--- src/rtl/tfc_pkg.sv ---
// Shared types, constants and plane tables for the triangle frustum clipper.
package tfc_pkg;

    localparam int COORD_W  = 32;
    localparam int POLY_MAX = 9;
    localparam int CNT_W    = 4;
    localparam int DIST_W   = 33;
    localparam int DEN_W    = 35;
    localparam int MAG_W    = 34;

    localparam logic [2:0] PLANE_LAST = 3'd5;
    localparam logic       REG_EPS    = 1'b0;
    localparam logic [15:0] EPS_RESET = 16'd1;

    typedef logic [3:0][COORD_W-1:0] vertex_t;

    typedef struct packed {
        logic shift;
        logic wr;
    } cell_ctrl_t;

    typedef enum logic [3:0] {
        ST_LOAD,
        ST_PSTART,
        ST_EDGE,
        ST_TEST,
        ST_SETUP,
        ST_DIV,
        ST_MUL,
        ST_ADD,
        ST_PUSHX,
        ST_PUSHC,
        ST_ADV,
        ST_PNEXT,
        ST_EMIT,
        ST_EMPTY
    } state_t;

    // near, far, left, bottom, right, top
    function automatic logic [1:0] plane_axis(input logic [2:0] pl);
        logic [1:0] ax;
        unique case (pl)
            3'd0, 3'd1: ax = 2'd2;
            3'd2, 3'd4: ax = 2'd0;
            3'd3, 3'd5: ax = 2'd1;
            default:    ax = 2'd0;
        endcase
        return ax;
    endfunction

    function automatic logic plane_neg(input logic [2:0] pl);
        logic ng;
        unique case (pl)
            3'd1, 3'd4, 3'd5: ng = 1'b1;
            default:          ng = 1'b0;
        endcase
        return ng;
    endfunction

endpackage

--- src/rtl/tfc_cell.sv ---
// One vertex cell of a polygon chain: load at its slot or take the neighbor's vertex.
module tfc_cell
    import tfc_pkg::*;
(
    input  logic       aclk,
    input  cell_ctrl_t ctrl_i,
    input  vertex_t    nb_i,
    input  vertex_t    wr_data_i,
    output vertex_t    q_o
);

    vertex_t vertex_reg;
    vertex_t vertex_next;

    always_comb begin
        vertex_next = vertex_reg;
        if (ctrl_i.wr) begin
            vertex_next = wr_data_i;
        end else if (ctrl_i.shift) begin
            vertex_next = nb_i;
        end
    end

    always_ff @(posedge aclk) begin
        vertex_reg <= vertex_next;
    end

    assign q_o = vertex_reg;

endmodule

--- config.mk ---
export PLATFORM = sky130hd
export DESIGN_NAME = tfc_cell
export DESIGN_NICKNAME = d
export VERILOG_FILES = /design/src/rtl/tfc_pkg.sv /design/src/rtl/tfc_cell.sv
export SDC_FILE = /design/constraint.sdc
export NUM_CORES = 1
export LEC_CHECK = 0
export ABC_AREA = 1
export BUFFER_PORTS_ARGS = -buffer_cell sky130_fd_sc_hd__buf_2
export CORE_AREA = 10 10 141 143
export DETAILED_ROUTE_END_ITERATION = 8
export DIE_AREA = 0 0 151 153
export MAX_ROUTING_LAYER = met4
export PLACE_DENSITY_LB_ADDON = 0.25
export SLEW_MARGIN = 10
export SYNTH_ARGS = -nofsm -noshare
export SYNTH_HDL_FRONTEND = slang
export SYNTH_SLANG_ARGS = --single-unit
--- constraint.sdc ---
create_clock -name aclk -period 3.9 [get_ports aclk]
set_input_delay 0.195 -clock aclk [delete_from_list [all_inputs] [get_ports aclk]]
set_output_delay 0.195 -clock aclk [all_outputs]
set_load 0.1 [all_outputs]
==> impl.org, run 1 <==
** Setup path
- Sort of element at the end of the critical path :: flop
- Nature of the critical path startpoint :: primary input
- WS Path Type :: primary input to flop
- Maximum fanout along the worst path :: 56
- At the worst endpoint, the arrival time is 1.91 ns.
- Worst path required time :: 3.96 ns

** Clocking
- Post-CTS timing repair inserted 0 buffers for setup.
- Hold buffer count at cts :: 0
- Clock tree synthesis found a total of 128 sinks.
- Clock slew at the register clock pins of the worst setup and hold paths :: 0.06 ns
- CTS Buf Count :: 17
- H-tree depth :: 4
- Number of gates resized after CTS :: 0
- Maximum buffer depth of the clock tree :: 2
- Master cell of the clock root buffer :: sky130_fd_sc_hd__clkbuf_16
- CTS tree :: done

** Synth
- After synthesis, the share of cell area in mux cells is 0.
- For this run, asynchronously set or reset flops after synthesis account for 0.
- Of the post-synthesis cell area, the dominant cell type holds 0.703.
- Library cells used by synthesis :: 6
- Most frequent cells after synthesis :: sky130_fd_sc_hd__nand2_1, sky130_fd_sc_hd__edfxtp_1, sky130_fd_sc_hd__buf_2, sky130_fd_sc_hd__buf_4
- Of the total synthesized cell area, the portion taken by AND, OR, NAND and NOR gates is 0.265.
- A synthesized cell averages 10.1 um^2.
- Of the synthesized area, sequential elements account for 0.703.
- Post-synth EDFFs :: 128
- The number of nets handed over by synthesis was 801.
- By instance count, the leading cell after synthesis is sky130_fd_sc_hd__nand2_1.
- Mapped Area :: 0.00547 mm^2
- Dominant cells by area after synthesis :: sky130_fd_sc_hd__edfxtp_1, sky130_fd_sc_hd__nand2_1, sky130_fd_sc_hd__buf_4
- Largest family of logic cells by synthesized area :: simple AND/OR/NAND/NOR gates
- Synthesis produced a netlist whose cell count is 542.
- Complex-gate fraction of the synthesized area :: 0
- Of the total synthesized cell area, the portion taken by XOR and XNOR cells is 0.
- Fraction of the mapped netlist area in adder cells :: 0
- Top FF cell, synth :: sky130_fd_sc_hd__edfxtp_1
- The Yosys step of the flow raised 0 warnings.
- Flops & latches, synth :: 128
- sky130_fd_sc_hd__edfxtp_1 takes more of the synthesized area than any other cell.

** Routing
- Summed over all layers, the routed wires come to 20,200 um.
- The pre-antenna-repair detailed-routing pass consisted of 4 iterations.
- Number of remaining DRC errors :: 0
- Once detail routing completed, the nets flagged for antenna violations numbered 0.
- Drt initial violations :: 196
- After detailed routing, the number of vias per cell comes to 4.26.
- The routed layout has 4,970 vias.
- Average detailed-routed wire length per instance :: 17.3 um

** Timing
- Pin slew with the least headroom to its limit :: 1.13 ns
- Final setup violation count :: 0
- Dividing the final minimum period by the clock period gives 0.476.
- Fmax :: 539 MHz
- Time the final worst path needs with I/O delays and setup :: 1.86 ns
- Max-slew violation total from the final report :: 0
- The tightest hold path in the finished design has a slack of 0.0347 ns.
- Worst slew slack as a fraction of its limit :: 0.247
- Setup repair after global routing missed its margin :: no
- For the final routed database, the setup TNS stands at 0 ns.
- Worst setup slack after layout :: 2.04 ns
- Count of final hold-check violations :: 0

** Global routing
- Number of global-route vias before repair :: 5,261
- Global route overflow :: 0
- In the global route stage, met2 resource usage came out at 0.293.
- Met3 Track Usage GR :: 0.0700
- Global route hottest layer :: met2
- Maximum number of pins on one net before global-route repair :: 108
- In the global route stage, overall resource usage came out at 0.173.
- The first global-routing pass estimated 29,300 um of wire.
- The number of antenna violations at the first check in global routing was 4.
- For this run, global-route usage on met1 was measured as 0.173.

** Final layout
- Layout cell share with drive strength beyond 1 :: 0.451
- From synthesis to final layout, the design area changed by 49.7%.
- Across the whole layout, storage elements account for 0.00384 mm^2.
- The net count of the finished layout is 1,183.
- Final core area utilization :: 0.480
- The multi-input combinational cells in the finished layout cover a total of 0.00145 mm^2.
- The register with the most flip-flops in the layout has 128 of them.
- Final-layout fill cell count :: 1,676

** Pwr
- Summed over all cells, the static leakage comes to 4.31 nW.
- Dividing total power by cell area gives a power density of 603 mW/mm^2.
- Across the VDD grid, the largest voltage drop is 0.000278 V.

** Place
- At the end of routability-driven placement, the weighted congestion stood at 0.876.
- Buffers placed on the I/O ports in this run total 386.
- The HPWL after detailed placement is 16,000 um.
- Worst setup slack before clock tree synthesis :: 1.56 ns

** Die
- The total area inside the core boundary comes to 0.0171 mm^2.
- Total number of placement rows :: 48
- Starting density of the core :: 0.321
- The die is 151 um wide.
- Die ar. :: 0.0231 mm^2
- The floorplan step set the die height to 153 um.
- During I/O placement, the number of pins put on the boundary was 387.

** Run
- The tool flagged a number of max-cap violations equal to 0.

** Status
- The run finished with clean final reports.

** Worst hold path
- In this run the worst hold path is classified as primary input to flop.
-- final cells by class --
class	instances	area share
Antenna cell	5	0.00153
Clock buffer	17	0.0520
Clock inverter	15	0.0223
Inverter	1	0.000764
Multi-Input combinational cell	385	0.177
Sequential cell	128	0.470
Tap cell	225	0.0344
Timing Repair Buffer	391	0.242
-- placed cells by master, fill, tap and decap left out, drive strengths merged --
master	Yosys	routed
nand2	384	384
edfxtp	128	128
clkbuf	0	17
or2	1	1
bufinv	0	3
buf	28	391
inv	1	6
clkinvlp	0	1
diode	0	5
clkinv	0	6
-- power breakdown --
group          switching (mW)  internal (mW)  total, mW
combinational            1.35          0.238       1.59
sequential             0.0335           1.69       1.72
clock                   0.612           1.01       1.63
total                    1.99           2.94       4.94
-- metal layers --
layer	vias up	share of wire	routed length, um
met5	-	0	0
met1	2191	0.36	7310
met3	32	0.11	2220
li1	2516	-	-
met4	0	0.020	408
met2	231	0.51	10200
-- metrics by stage --
step                      cells  cell area, um^2  power [mW]
after floorplan             542             5470        3.02
after global placement     1130             7570        3.34
after detailed placement   1130             7570        3.35
after CTS                  1162             8170        5.00
after global routing       1166             8180        5.12
final                      1167             8190        4.94
-- worst max-delay path: stages --
cell and delay (ns):
sky130_fd_sc_hd__buf_4 0.45, sky130_fd_sc_hd__or2_4 0.64, sky130_fd_sc_hd__buf_4 0.54
-- kinds of logic after synthesis --
logic type             count (synthesis)
flip-flops                           128
AND/OR/NAND/NOR                      385
buffers and inverters                 29
-- path summary, 6_finish.rpt --
check | start | to | slack (ns) | cells past startpoint
min | nb_i[127] | q_o[127]$_DFFE_PP_ | 0.03 | 3
max | ctrl_i[0] | q_o[116]$_DFFE_PP_ | 2.04 | 3
Note: power is estimated with default switching activity, not from simulation.
==> inputs of run 2 (changes only) <==
ABC_AREA = 0   (was 1)
CORE_AREA = 10 10 140 142   (was 10 10 141 143)
DIE_AREA = 0 0 150 152   (was 0 0 151 153)
clock period = 1.6 ns   (was 3.9 ns; I/O delays follow)
==> run 2 against run 1 <==
Effect of this change: the flow now stops in 4_1_cts; area after synthesis decreased by 0.50%; synthesized cell count decreased by 50%.
==> impl.org, run 2 <==
** Status
- Status :: aborted with a tool error
- Last stage the flow got to :: 4_1_cts
- The first error in the log reads "[ERROR RSZ-0060] Max buffer count reached".

** Synth
- Dividing the synthesized area by the synthesized cell count gives 20.1 um^2.
- Top FF cell, synth :: sky130_fd_sc_hd__edfxtp_1
- Share of synthesized flip-flops with an asynchronous set or reset :: 0
- Counting every net in the synthesized netlist gives 530.
- The cell area that synthesis handed to floorplanning was 0.00544 mm^2.
- Yosys printed 0 warnings.
- Counting flops with a built-in enable in the synthesized netlist gives 128.
- Synthesis inferred 128 register bits.
- For this run, the register share of the synthesized area comes to 0.706.
- Area share of the largest cell type after synthesis :: 0.706
- Synthesis produced a netlist whose cell count is 271.
- By count the netlist is led by sky130_fd_sc_hd__edfxtp_1, sky130_fd_sc_hd__mux2_2, sky130_fd_sc_hd__buf_6.
- The largest total area in the synthesized netlist belongs to sky130_fd_sc_hd__edfxtp_1.
- The netlist uses 5 different library cells.
- In the post-synthesis netlist, the biggest area contributors are sky130_fd_sc_hd__edfxtp_1, sky130_fd_sc_hd__mux2_2, sky130_fd_sc_hd__buf_6.

** Clocking
- Number of gates resized after CTS :: 0
- Maximum buffer depth of the clock tree :: 2
- The number of setup buffers added after CTS is 0.
- Master cell of the clock root buffer :: sky130_fd_sc_hd__clkbuf_16
- The tree built by TritonCTS fans out to 128 sinks.
- H-tree depth :: 4
- Hold buffer count at cts :: 184
- Counting the buffers created by CTS gives 17.

** Place
- Detailed placement ended at an HPWL of 15,600 um.
- Routability-driven placement congestion ratio :: 0.839
- In this run the tool buffered the top-level ports with 386 buffer cells.
- Once placement finished, the instance area stood at 0.00767 mm^2.

** Die
- Row generation in the floorplan step produced 48 rows.
- For this design the top-level I/O count stands at 387.
- The die is 150 um wide.
- Die span in y :: 152 um
- The initial utilization of the core area, before any placement, comes to 0.321.
==> run 2: cell types whose count changed after synthesis, sizes merged <==
| cell | previous run | this run |
|---|---|---|
| nand2 | 384 | 0 |
| mux2 | 0 | 128 |
| buf | 28 | 14 |
| inv | 1 | 0 |
==> run 2: cell families after synthesis <==
logic type,after synthesis,share of synthesized area
buffers and inverters,14,0.0278
flip-flops,128,0.706
multiplexers,128,0.265
AND/OR/NAND/NOR,1,0.00115
==> run 2: through the flow <==
step                std cells  setup slack [ns]
global placement          880             0.397
floorplan                 271           -0.0880
detailed placement        880             0.385
==> inputs of run 3 (changes only) <==
CORE_AREA = 10 10 144 146   (was 10 10 140 142)
DIE_AREA = 0 0 154 156   (was 0 0 150 152)
MAX_ROUTING_LAYER = default   (was met4)
PLACE_DENSITY_LB_ADDON = 0.15   (was 0.25)
clock period = 2.1 ns   (was 1.6 ns; I/O delays follow)
==> run 3 against run 2 <==
Effect of this change: the run again fails in 4_1_cts; area after synthesis unchanged; synthesized cell count is the same.
==> impl.org, run 3 <==
** Synth
- Count of mapped cells out of synthesis :: 271
- Most frequent cells after synthesis :: sky130_fd_sc_hd__edfxtp_1, sky130_fd_sc_hd__mux2_2, sky130_fd_sc_hd__buf_6
- In this run the mean area of a mapped cell was 20.1 um^2.
- The share of the Yosys chip area taken by registers is 0.706.
- Number of warnings reported in the yosys synthesis log :: 0
- The cell area that synthesis handed to floorplanning was 0.00544 mm^2.
- Cell type contributing the most total cell area after synthesis :: sky130_fd_sc_hd__edfxtp_1
- The share of synthesized area in the top cell type comes to 0.706.
- Top FF cell, synth :: sky130_fd_sc_hd__edfxtp_1
- Yosys mapped a number of flops with a built-in enable equal to 128.
- Syn nets :: 530
- Synthesis inferred 128 register bits.
- After synthesis, the cell types taking the most area are sky130_fd_sc_hd__edfxtp_1, sky130_fd_sc_hd__mux2_2, sky130_fd_sc_hd__buf_6.
- In the synthesized netlist the async set-or-reset flop fraction comes to 0.
- Library cells used by synthesis :: 5

** Die
- Boundary pin count :: 387
- In this run the core area contains 49 standard-cell rows.
- Measured along the y axis, the die boundary spans 156 um.
- Starting density of the core :: 0.305
- The floorplan step set the die width to 154 um.

** Place
- The HPWL after detailed placement is 15,600 um.
- OpenSTA, run right after detailed placement, puts the worst setup slack at 0.753 ns.
- Input/output buffers :: 386
- Routability-driven placement finished with a final weighted congestion of 0.795.

** Clocking
- In this run the post-CTS setup repair buffer count came out at 0.
- Hold repair after CTS inserted 184 buffers.
- For this design, the sink count on the clock tree is 128.
- H-tree depth :: 4
- Once the clock tree was built, the resizer swapped 0 gates to a different size.
- Clock tree synthesis inserted a total of 17 buffers.
- Master cell of the clock root buffer :: sky130_fd_sc_hd__clkbuf_16
- The clock passes through at most 2 buffers.

** Status
- Status :: aborted with a tool error
- Error that halted the flow :: [ERROR RSZ-0060] Max buffer count reached.
- Last stage the flow got to :: 4_1_cts
==> run 3: cell counts after synthesis <==
Identical to the previous run, type by type.
==> run 3: kinds of logic after synthesis <==
logic type	synth area share
buffers and inverters	0.0278
AND/OR/NAND/NOR	0.00115
flip-flops	0.706
multiplexers	0.265
==> run 3: metrics by stage <==
step,instances,instance area (um^2)
3_3_place_gp,877,7600
3_5_place_dp,877,7600
2_1_floorplan,271,5450
