==> config.mk <==
export PLATFORM = sky130hd
export DESIGN_NAME = tfc_div
export DESIGN_NICKNAME = d
export VERILOG_FILES = /design/src/rtl/tfc_pkg.sv /design/src/rtl/tfc_div.sv
export SDC_FILE = /design/constraint.sdc
export NUM_CORES = 1
export LEC_CHECK = 0
export BUFFER_PORTS_ARGS = -buffer_cell sky130_fd_sc_hd__buf_2
export CAP_MARGIN = 10
export CORE_ASPECT_RATIO = 0.7
export CORE_MARGIN = 2
export CORE_UTILIZATION = 39
export CTS_CLUSTER_DIAMETER = 30
export CTS_CLUSTER_SIZE = 20
export DETAILED_ROUTE_END_ITERATION = 8
export PLACE_DENSITY = 0.67
export REMOVE_ABC_BUFFERS = 1
export SYNTH_ARGS = -nofsm -noshare
export SYNTH_HDL_FRONTEND = slang
export SYNTH_SLANG_ARGS = --single-unit
==> constraint.sdc <==
create_clock -name aclk -period 6.1 [get_ports aclk]
set_clock_uncertainty 0.2 [all_clocks]
set_input_delay 0.61 -clock aclk [delete_from_list [all_inputs] [get_ports aclk]]
set_output_delay 0.61 -clock aclk [all_outputs]
set_load 0.01 [all_outputs]
==> src/rtl/tfc_pkg.sv <==
// Shared types, constants and plane tables for the triangle frustum clipper.
package tfc_pkg;

    localparam int COORD_W  = 32;
    localparam int POLY_MAX = 9;
    localparam int CNT_W    = 4;
    localparam int DIST_W   = 33;
    localparam int DEN_W    = 35;
    localparam int MAG_W    = 34;

    localparam logic [2:0] PLANE_LAST = 3'd5;
    localparam logic       REG_EPS    = 1'b0;
    localparam logic [15:0] EPS_RESET = 16'd1;

    typedef logic [3:0][COORD_W-1:0] vertex_t;

    typedef struct packed {
        logic shift;
        logic wr;
    } cell_ctrl_t;

    typedef enum logic [3:0] {
        ST_LOAD,
        ST_PSTART,
        ST_EDGE,
        ST_TEST,
        ST_SETUP,
        ST_DIV,
        ST_MUL,
        ST_ADD,
        ST_PUSHX,
        ST_PUSHC,
        ST_ADV,
        ST_PNEXT,
        ST_EMIT,
        ST_EMPTY
    } state_t;

    // near, far, left, bottom, right, top
    function automatic logic [1:0] plane_axis(input logic [2:0] pl);
        logic [1:0] ax;
        unique case (pl)
            3'd0, 3'd1: ax = 2'd2;
            3'd2, 3'd4: ax = 2'd0;
            3'd3, 3'd5: ax = 2'd1;
            default:    ax = 2'd0;
        endcase
        return ax;
    endfunction

    function automatic logic plane_neg(input logic [2:0] pl);
        logic ng;
        unique case (pl)
            3'd1, 3'd4, 3'd5: ng = 1'b1;
            default:          ng = 1'b0;
        endcase
        return ng;
    endfunction

endpackage

==> src/rtl/tfc_div.sv <==
// Restoring divider, one quotient bit per cycle, for the fraction num/den with num < den.
module tfc_div
    import tfc_pkg::*;
#(
    parameter int FRAC_BITS = 16
) (
    input  logic                 aclk,
    input  logic                 aresetn,
    input  logic                 start_i,
    input  logic [MAG_W-1:0]     num_i,
    input  logic [MAG_W-1:0]     den_i,
    output logic                 done_o,
    output logic [FRAC_BITS-1:0] quot_o
);

    localparam int STEP_W = $clog2(FRAC_BITS + 1);

    logic              act_reg;
    logic [STEP_W-1:0] step_reg;
    logic [MAG_W-1:0]  rem_reg;
    logic [MAG_W-1:0]  den_reg;
    logic [FRAC_BITS-1:0] q_reg;
    logic [MAG_W:0]    rem_dbl;
    logic              fits;

    assign rem_dbl = {rem_reg, 1'b0};
    assign fits    = rem_dbl >= {1'b0, den_reg};

    always_ff @(posedge aclk) begin
        if (!aresetn) begin
            act_reg  <= 1'b0;
            step_reg <= '0;
        end else if (start_i) begin
            act_reg  <= 1'b1;
            step_reg <= STEP_W'(FRAC_BITS);
        end else if (act_reg && step_reg != '0) begin
            step_reg <= step_reg - STEP_W'(1);
        end else begin
            act_reg <= 1'b0;
        end
    end

    always_ff @(posedge aclk) begin
        if (start_i) begin
            rem_reg <= num_i;
            den_reg <= den_i;
            q_reg   <= '0;
        end else if (act_reg && step_reg != '0) begin
            rem_reg <= fits ? MAG_W'(rem_dbl - {1'b0, den_reg}) : rem_dbl[MAG_W-1:0];
            q_reg   <= {q_reg[FRAC_BITS-2:0], fits};
        end
    end

    assign done_o = act_reg && step_reg == '0;
    assign quot_o = q_reg;

endmodule

==> impl_metrics.toml, run 1 <==
[yosys]
synth_edf_count = 68
ys_async_sr_fraction_pct = 0
synth_area_leaders = "edfxtp_1 36%, ha_1 7.9%, dfxtp_1 7.7%, a21oi_1 6.3%, nand2_1 3.8%"
synth.cell_area_um2 = 5700
synth_cell_types = 58
synth_top_cell_by_area = "edfxtp_1"
ys_seq_elements = 90
postSynthAreaPerCell_um2 = 9.61
ys_seq_area_share_pct = 43.6
yosysWarnings = 0
syn_inst = 593
yosysTopAreaCellShare_pct = 35.8
yosys_most_used_dff = "edfxtp_1"

[clock_tree]
clock_latency_ns = 0.35
cts_tree = "built"
clock_path_buffers = 2
clock-sinks = 90
clk_root_buffer_cell = "clkbuf_16"
numCtsBuffers = 9
clkTransAtPathRegs_ns = 0.08
cts_hold_buf = 0
htree_levels = 3
post_cts_buffers = 0
ctsResizeCount = 0

[floorplan]
start_util_pct = 40.4
row_count = 36
dieHeight_um = 105
coreArea_um2 = 14100
io_pins = 88
fp.dieArea_um2 = 15600
die_w_um = 148

[timing]
tightest_slew_ns = 0.801
rsz0062_at_grt = "no"
hold_viol_final = 0
slew_violations = 0
setup_viol = 0
finalCritPeriodShare_pct = 66.2
finalWorstSetupSlack_ns = 2.06
max_freq_mhz = 248
finalSetupTns_ns = 0
maxSlewHeadroom_pct = 46.6
fin_crit_ns = 4.04
worst_hold_slack_ns = 0.229

[finish]
area_growth_pct = 15.4
layout_common_cells = "87 x buf_2, 72 x a21oi_1, 68 x edfxtp_1, 58 x nand2_1, 47 x inv_1"
final_common_cell = "buf_2"
final_util_pct = 46.6
nNetsFinal = 775
drive_gt1_share_pct = 18.5
antenna_cells = 0

[pwr]
p_leak_nw = 2.75
ir_drop_uv = 143
pwr_density_cell_nw_per_um2 = 341

[worst_setup_path]
critPathKind = "register to register"
critPathLaunchType = "register"
reg2regPathDepth = 10
arrival_ns = 3.91
critPathRequiredTime_ns = 5.98
critical_path.max_fanout = 28
end_kind = "register"

[grt]
groute.usage.overall_pct = 18.2
grt_pass1_vias = 4420
antenna_found_initial = 0
overflow = 0
grt_max_degree = 49
grt_pass1_wl_um = 22600

[routing]
viasPerCell = 5.41
ant_nets = 0
first_pass_iters = 5
drt-total-wl_um = 14000
dr_total_vias = 4664
post_drt_wl_per_cell_um = 16.2
drcViolationCount = 0
drt_iter0_drc = 375

[flow_run]
drv_cap = 0

[run_status]
status = "complete, no violations"

[placed_design]
gp_congestion = 0.920
dp_hpwl_um = 10300
pre_cts_slack_ns = 2.13
io_buffers = 87

[min_path]
min_path_cells = 1
hp-class = "primary input to register"
cell usage after synthesis (6+ instances only):
master / number
a211oi_1: 6
a21o_1: 13
a21oi_1: 72
a2bb2oi_1: 12
and3_1: 6
clkbuf_1: 21
dfxtp_1: 22
edfxtp_1: 68
ha_1: 36
inv_1: 47
mux2i_1: 17
nand2_1: 58
nand2b_1: 14
nand4_1: 13
nor2_1: 31
nor3_1: 13
o21ai_0: 18
xnor2_1: 17
xor2_1: 15
path summary, 6_finish.rpt:
path              slack [ns]          end       start
setup / recovery        2.06  rem_reg[15]  rem_reg[0]
hold / removal          0.23  den_reg[13]   den_i[13]
setup reg to reg        2.06  rem_reg[15]  rem_reg[0]
hold reg to reg         0.27   quot_o[15]  quot_o[15]
power by group:
part	switching, mW	leakage (nW)	internal (mW)
Combinational	0.521	1.76	0.364
Clock	0.271	0.150	0.293
Sequential	0.0389	0.844	0.754
Total	0.831	2.75	1.41
cell type report:
cell class	instances	area [um^2]
tap	190	238
inverter	48	180
fill	1355	7520
multi-input combinational	426	2890
timing repair buffer	92	473
clock inverter	7	86.3
sequential	90	2480
clock buffer	9	225
cells by family after synthesis:
| group | Yosys count | synth area share (%) |
|---|---|---|
| AO/OA/AOI/OAI | 171 | 19.9 |
| adder cells (fa/ha/maj) | 37 | 8.25 |
| AND/OR/NAND/NOR | 169 | 14.6 |
| XOR/XNOR | 32 | 4.92 |
| multiplexers | 17 | 2.99 |
| flip-flops | 90 | 43.6 |
| buffers and inverters | 77 | 5.71 |
critical path: stages, from the launching register on:
cell	delay, ns
edfxtp_1	0.45
ha_1	0.34
nor2b_1	0.16
o31ai_2	0.28
a311o_1	0.28
a21oi_1	0.12
or3_4	0.42
a31oi_4	0.67
buf_4	0.46
mux2i_1	0.29
a21oi_1	0.09
metal layers:
layer / part of all wire [%] / track usage [%]
met1: 52 / 28.6
met2: 39 / 25.0
met3: 7.8 / 4.63
met4: 0.57 / 3.40
met5: 0 / 0
stage by stage:
step           cell area, um^2  instances  total power, mW
2_1_floorplan             5550        564             1.45
3_3_place_gp              6260        846             1.65
3_5_place_dp              6260        846             1.67
4_1_cts                   6580        862             2.24
5_1_grt                   6580        862             2.38
6_report                  6580        862             2.24
Power figures use the tool's default switching activity.
==> inputs of run 2 (changes only) <==
--- a/config.mk
+++ b/config.mk
@@ -13,7 +13,7 @@
 export CTS_CLUSTER_DIAMETER = 30
 export CTS_CLUSTER_SIZE = 20
 export DETAILED_ROUTE_END_ITERATION = 8
-export PLACE_DENSITY = 0.67
+export PLACE_DENSITY = 0.7
 export REMOVE_ABC_BUFFERS = 1
 export SYNTH_ARGS = -nofsm -noshare
 export SYNTH_HDL_FRONTEND = slang
==> constraint.sdc (replaced) <==
create_clock -name aclk -period 3.3 [get_ports aclk]
set_clock_uncertainty 0.2 [all_clocks]
set_input_delay 0.33 -clock aclk [delete_from_list [all_inputs] [get_ports aclk]]
set_output_delay 0.33 -clock aclk [all_outputs]
set_load 0.01 [all_outputs]
==> impl_metrics.toml, run 2 (synthesized netlist as in run 1, its figures left out) <==
[timing]
maxSlewHeadroom_pct = 35.2
slew_violations = 0
worst_hold_slack_ns = 0.0364
setup_viol = 0
fin_crit_ns = 3.24
finalCritPeriodShare_pct = 98.2
max_freq_mhz = 309
tightest_slew_ns = 0.971
hold_viol_final = 0

[worst_setup_path]
cp-endpoint = "rem_reg[2]"
arrival_ns = 3.10
end_kind = "register"
crit_cells = 11
critPathLaunch = "rem_reg[0]"
slowest_stage = "edfxtp_1"
worstPathCellList = "ha_4 -> nor2b_1 -> o31ai_2 -> a311o_1 -> a21oi_1 -> or3_4 -> a31oi_4 -> buf_12 -> buf_12 -> mux2i_1 -> o21ai_0"
critPathLaunchType = "register"
critPathKind = "register to register"
crit_buf_inv = 2
critPathRequiredTime_ns = 3.16
r2r_end = "rem_reg[2]"
worst_path_largest_cell_delay_ns = 0.49
crit_top_cell = "buf_12"
r2r-start = "rem_reg[0]"
crit_family = "compound AO/OA/AOI/OAI gates"
critical_path.max_fanout = 11
reg2regPathDepth = 11
rrSetupSlack_ns = 0.06

[routing]
dr_total_vias = 4937
viasPerCell = 5.35
ant_nets = 0
drt_iter0_drc = 373
post_drt_wl_per_cell_um = 15.9
first_pass_iters = 5
drcViolationCount = 0
drt-total-wl_um = 14600

[pwr]
p_leak_nw = 3.03
ir_drop_uv = 235
pwr_density_cell_nw_per_um2 = 603
total_power_mw = 4.36

[placed_design]
io_buffers = 87
gp_congestion = 0.910
dp_hpwl_um = 10600
place_area_um2 = 6420

[clock_tree]
clock_path_buffers = 2
clk_root_buffer_cell = "clkbuf_16"
htree_levels = 3
clkTransAtPathRegs_ns = 0.07
clock_latency_ns = 0.35
clock-sinks = 90
numCtsBuffers = 9
cts_tree = "built"

[finish]
area_growth_pct = 26.8
antenna_cells = 0
nNetsFinal = 835
postLayoutCellArea_um2 = 7230
seq_area_um2 = 2480
multi_input_area_um2 = 2960
final_common_cell = "buf_2"
drive_gt1_share_pct = 22.3
final_util_pct = 51.3
layout_common_cells = "87 x buf_2, 70 x a21oi_1, 68 x edfxtp_1, 58 x nand2_1, 45 x inv_1"
n_fill_cell = 1307

[floorplan]
fp.dieArea_um2 = 15600
dieHeight_um = 105
start_util_pct = 40.4
row_count = 36
coreArea_um2 = 14100
die_w_um = 148
io_pins = 88

[flow_run]
drv_cap = 0

[grt]
antenna_found_initial = 0
overflow = 0
grt_pass1_wl_um = 23300
grt_max_degree = 83
grt_pass1_vias = 4791
groute.usage.overall_pct = 18.5

[min_path]
hp-class = "primary input to register"

[run_status]
status = "complete, no violations"
run 2: changes by cell type in the layout (fill, tap and decap cells not counted), moves of 3 or more:
cell	before	now
dlygate4sd3_1	0	34
buf_4	5	25
buf_12	0	5
ha_1	36	32
clkinv_8	3	0
ha_2	0	3
run 2: worst register-to-register path, cell delays in order (launching register included):
cell	delay, ns
edfxtp_1	0.49
ha_4	0.26
nor2b_1	0.15
o31ai_2	0.32
a311o_1	0.26
a21oi_1	0.10
or3_4	0.37
a31oi_4	0.20
buf_12	0.16
buf_12	0.15
mux2i_1	0.20
o21ai_0	0.09
run 2: how the worst min path moves through the flow:
stage          startpoint    endpoint  slack (ns)  depth (start not counted)
3_5_place_dp   quot_o[15]  quot_o[15]        0.25                          2
4_1_cts           aresetn     act_reg        0.03                          2
5_1_grt           aresetn     act_reg        0.05                          2
2_1_floorplan     start_i  quot_o[10]        0.20                          1
3_3_place_gp   quot_o[15]  quot_o[15]        0.25                          2
6_report          aresetn     act_reg        0.04                          2
run 2: timing repair:
action                     4_1_cts  5_1_grt
setup endpoints to repair        6       23
gates cloned                     0        1
setup buffers                    0        6
hold buffers                    34        0
pin swaps                        0        5
gates resized for setup          2       18
hold endpoints to repair        34        0
run 2: final cells by class:
type | instances | share of cell area, %
Clock inverter | 6 | 0.640
Clock buffer | 10 | 3.31
Multi-Input combinational cell | 426 | 40.9
Tap cell | 190 | 3.29
Timing Repair Buffer | 152 | 15.1
Inverter | 48 | 2.49
Sequential cell | 90 | 34.3
run 2: routing by layer:
layer,global-route usage [%],vias to the layer above,routed length [um]
met5,0,-,0
met4,3.88,0,172
met3,3.84,22,821
met2,28.9,150,6240
met1,26.4,2341,7390
li1,-,2424,-
run 2: stage by stage:
| step | cells | TNS [ns] | worst slack, ns |
|---|---|---|---|
| global placement | 865 | 0 | 0.116 |
| CTS | 915 | 0 | 0.00199 |
| finish | 922 | 0 | 0.0597 |
| global route | 922 | -0.108 | -0.0338 |
| detailed placement | 865 | -0.172 | -0.0392 |
| floorplan | 564 | -4.91 | -0.329 |
run 2: report_power, final:
group	total (mW)	switching (mW)	internal, mW
combinational	1.89	1.02	0.870
clock	1.00	0.463	0.539
sequential	1.47	0.0745	1.39
total	4.36	1.56	2.80
==> inputs of run 3 (changes only) <==
--- a/config.mk
+++ b/config.mk
@@ -14,6 +14,7 @@
 export CTS_CLUSTER_SIZE = 20
 export DETAILED_ROUTE_END_ITERATION = 8
 export PLACE_DENSITY = 0.7
+export RECOVER_POWER = 25
 export REMOVE_ABC_BUFFERS = 1
 export SYNTH_ARGS = -nofsm -noshare
 export SYNTH_HDL_FRONTEND = slang
==> impl_metrics.toml, run 3 (synthesized netlist as in run 1, its figures left out) <==
[floorplan]
dieHeight_um = 105
row_count = 36
io_pins = 88
die_w_um = 148
start_util_pct = 40.4
fp.dieArea_um2 = 15600
coreArea_um2 = 14100

[timing]
setup_viol = 0
fin_crit_ns = 3.24
hold_viol_final = 0
slew_violations = 0
max_freq_mhz = 309
tightest_slew_ns = 0.965
worst_hold_slack_ns = 0.0369
maxSlewHeadroom_pct = 35.7
finalCritPeriodShare_pct = 98.1

[clock_tree]
clock_latency_ns = 0.35
cts_tree = "built"
clock_path_buffers = 2
clock-sinks = 90
numCtsBuffers = 9
clkTransAtPathRegs_ns = 0.07
htree_levels = 3
clk_root_buffer_cell = "clkbuf_16"

[worst_setup_path]
end_kind = "register"
critPathRequiredTime_ns = 3.16
reg2regPathDepth = 11
arrival_ns = 3.10
r2r_end = "rem_reg[2]"
r2r-start = "rem_reg[0]"
critical_path.max_fanout = 11
rrSetupSlack_ns = 0.06
critPathLaunchType = "register"
critPathKind = "register to register"

[grt]
grt_pass1_vias = 4791
groute.usage.overall_pct = 18.5
grt_max_degree = 83
grt_pass1_wl_um = 23300
overflow = 0
antenna_found_initial = 0

[finish]
postLayoutCellArea_um2 = 7220
area_growth_pct = 26.7
layout_common_cells = "78 x buf_2, 70 x a21oi_1, 68 x edfxtp_1, 58 x nand2_1, 45 x inv_1"
final_common_cell = "buf_2"
antenna_cells = 0
drive_gt1_share_pct = 21.0
nNetsFinal = 835
finalNonFillerCells = 922

[min_path]
hold_start = "aresetn"
hp-class = "primary input to register"
min_path_cells = 2
min_to = "act_reg"

[routing]
drt_iter0_drc = 369
dr_total_vias = 4932
viasPerCell = 5.35
ant_nets = 0
drcViolationCount = 0
drt-total-wl_um = 14600
post_drt_wl_per_cell_um = 15.9
first_pass_iters = 5

[pwr]
ir_drop_uv = 236
p_leak_nw = 2.99
total_power_mw = 4.36
pwr_density_cell_nw_per_um2 = 604

[placed_design]
gp_congestion = 0.910
io_buffers = 87
place_area_um2 = 6420
dp_hpwl_um = 10600
place_inst = 865

[run_status]
status = "complete, no violations"

[flow_run]
drv_cap = 0
-- run 3: cell types whose count changed in the layout (fill, tap and decap cells not counted) --
cell,previous run,this run
clkbuf_1,0,9
buf_2,87,78
-- run 3: where the power goes --
part	leakage (nW)	total, mW	switching, mW	internal, mW
logic	2.01	1.89	1.02	0.870
clock network	0.144	1.00	0.463	0.539
registers	0.844	1.47	0.0745	1.39
total	2.99	4.36	1.56	2.80
-- run 3: layout make-up --
class	instances	area, um^2
Clock inverter	6	46.3
Tap cell	190	238
Multi-Input combinational cell	426	2960
Clock buffer	10	239
Fill cell	1311	6880
Inverter	48	180
Timing Repair Buffer	152	1080
Sequential cell	90	2480
-- run 3: through the flow --
step           TNS [ns]  setup slack (ns)  utilization [%]
2_1_floorplan     -4.91            -0.329                -
6_report              0            0.0613             51.2
3_3_place_gp          0             0.116             45.5
3_5_place_dp     -0.172           -0.0392             45.5
4_1_cts               0           0.00199             50.0
5_1_grt          -0.108           -0.0338             51.2
-- run 3: layer usage --
metal | up-vias | share of wire, % | GRT usage (%) | wire length [um]
li1 | 2424 | - | - | -
met1 | 2345 | 51 | 26.4 | 7430
met2 | 147 | 43 | 28.9 | 6250
met3 | 16 | 5.4 | 3.84 | 794
met4 | 0 | 1.0 | 3.88 | 150
met5 | - | 0 | 0 | 0
-- run 3: critical path: stages (launching register included) --
cell,delay [ns]
edfxtp_1,0.49
ha_4,0.26
nor2b_1,0.15
o31ai_2,0.32
a311o_1,0.26
a21oi_1,0.10
or3_4,0.37
a31oi_4,0.20
buf_12,0.16
buf_12,0.14
mux2i_1,0.20
o21ai_0,0.09
-- run 3: worst max path at each step --
stage | from | to | slack (ns) | cells after the start
floorplan | rem_reg[0] | rem_reg[32] | -0.33 | 9
global placement | rem_reg[0] | rem_reg[1] | 0.12 | 10
detailed placement | rem_reg[0] | rem_reg[1] | -0.04 | 10
CTS | rem_reg[0] | rem_reg[1] | 0.002 | 10
global route | rem_reg[0] | rem_reg[2] | -0.03 | 11
finish | rem_reg[0] | rem_reg[2] | 0.06 | 11
-- run 3: timing repair --
action | in CTS | in global routing
pin swaps | 0 | 5
hold endpoints to repair | 34 | 0
endpoints found under the setup margin | 6 | 23
gates resized for setup | 2 | 18
hold buffers | 34 | 0
setup buffers | 0 | 6
gates cloned | 0 | 1
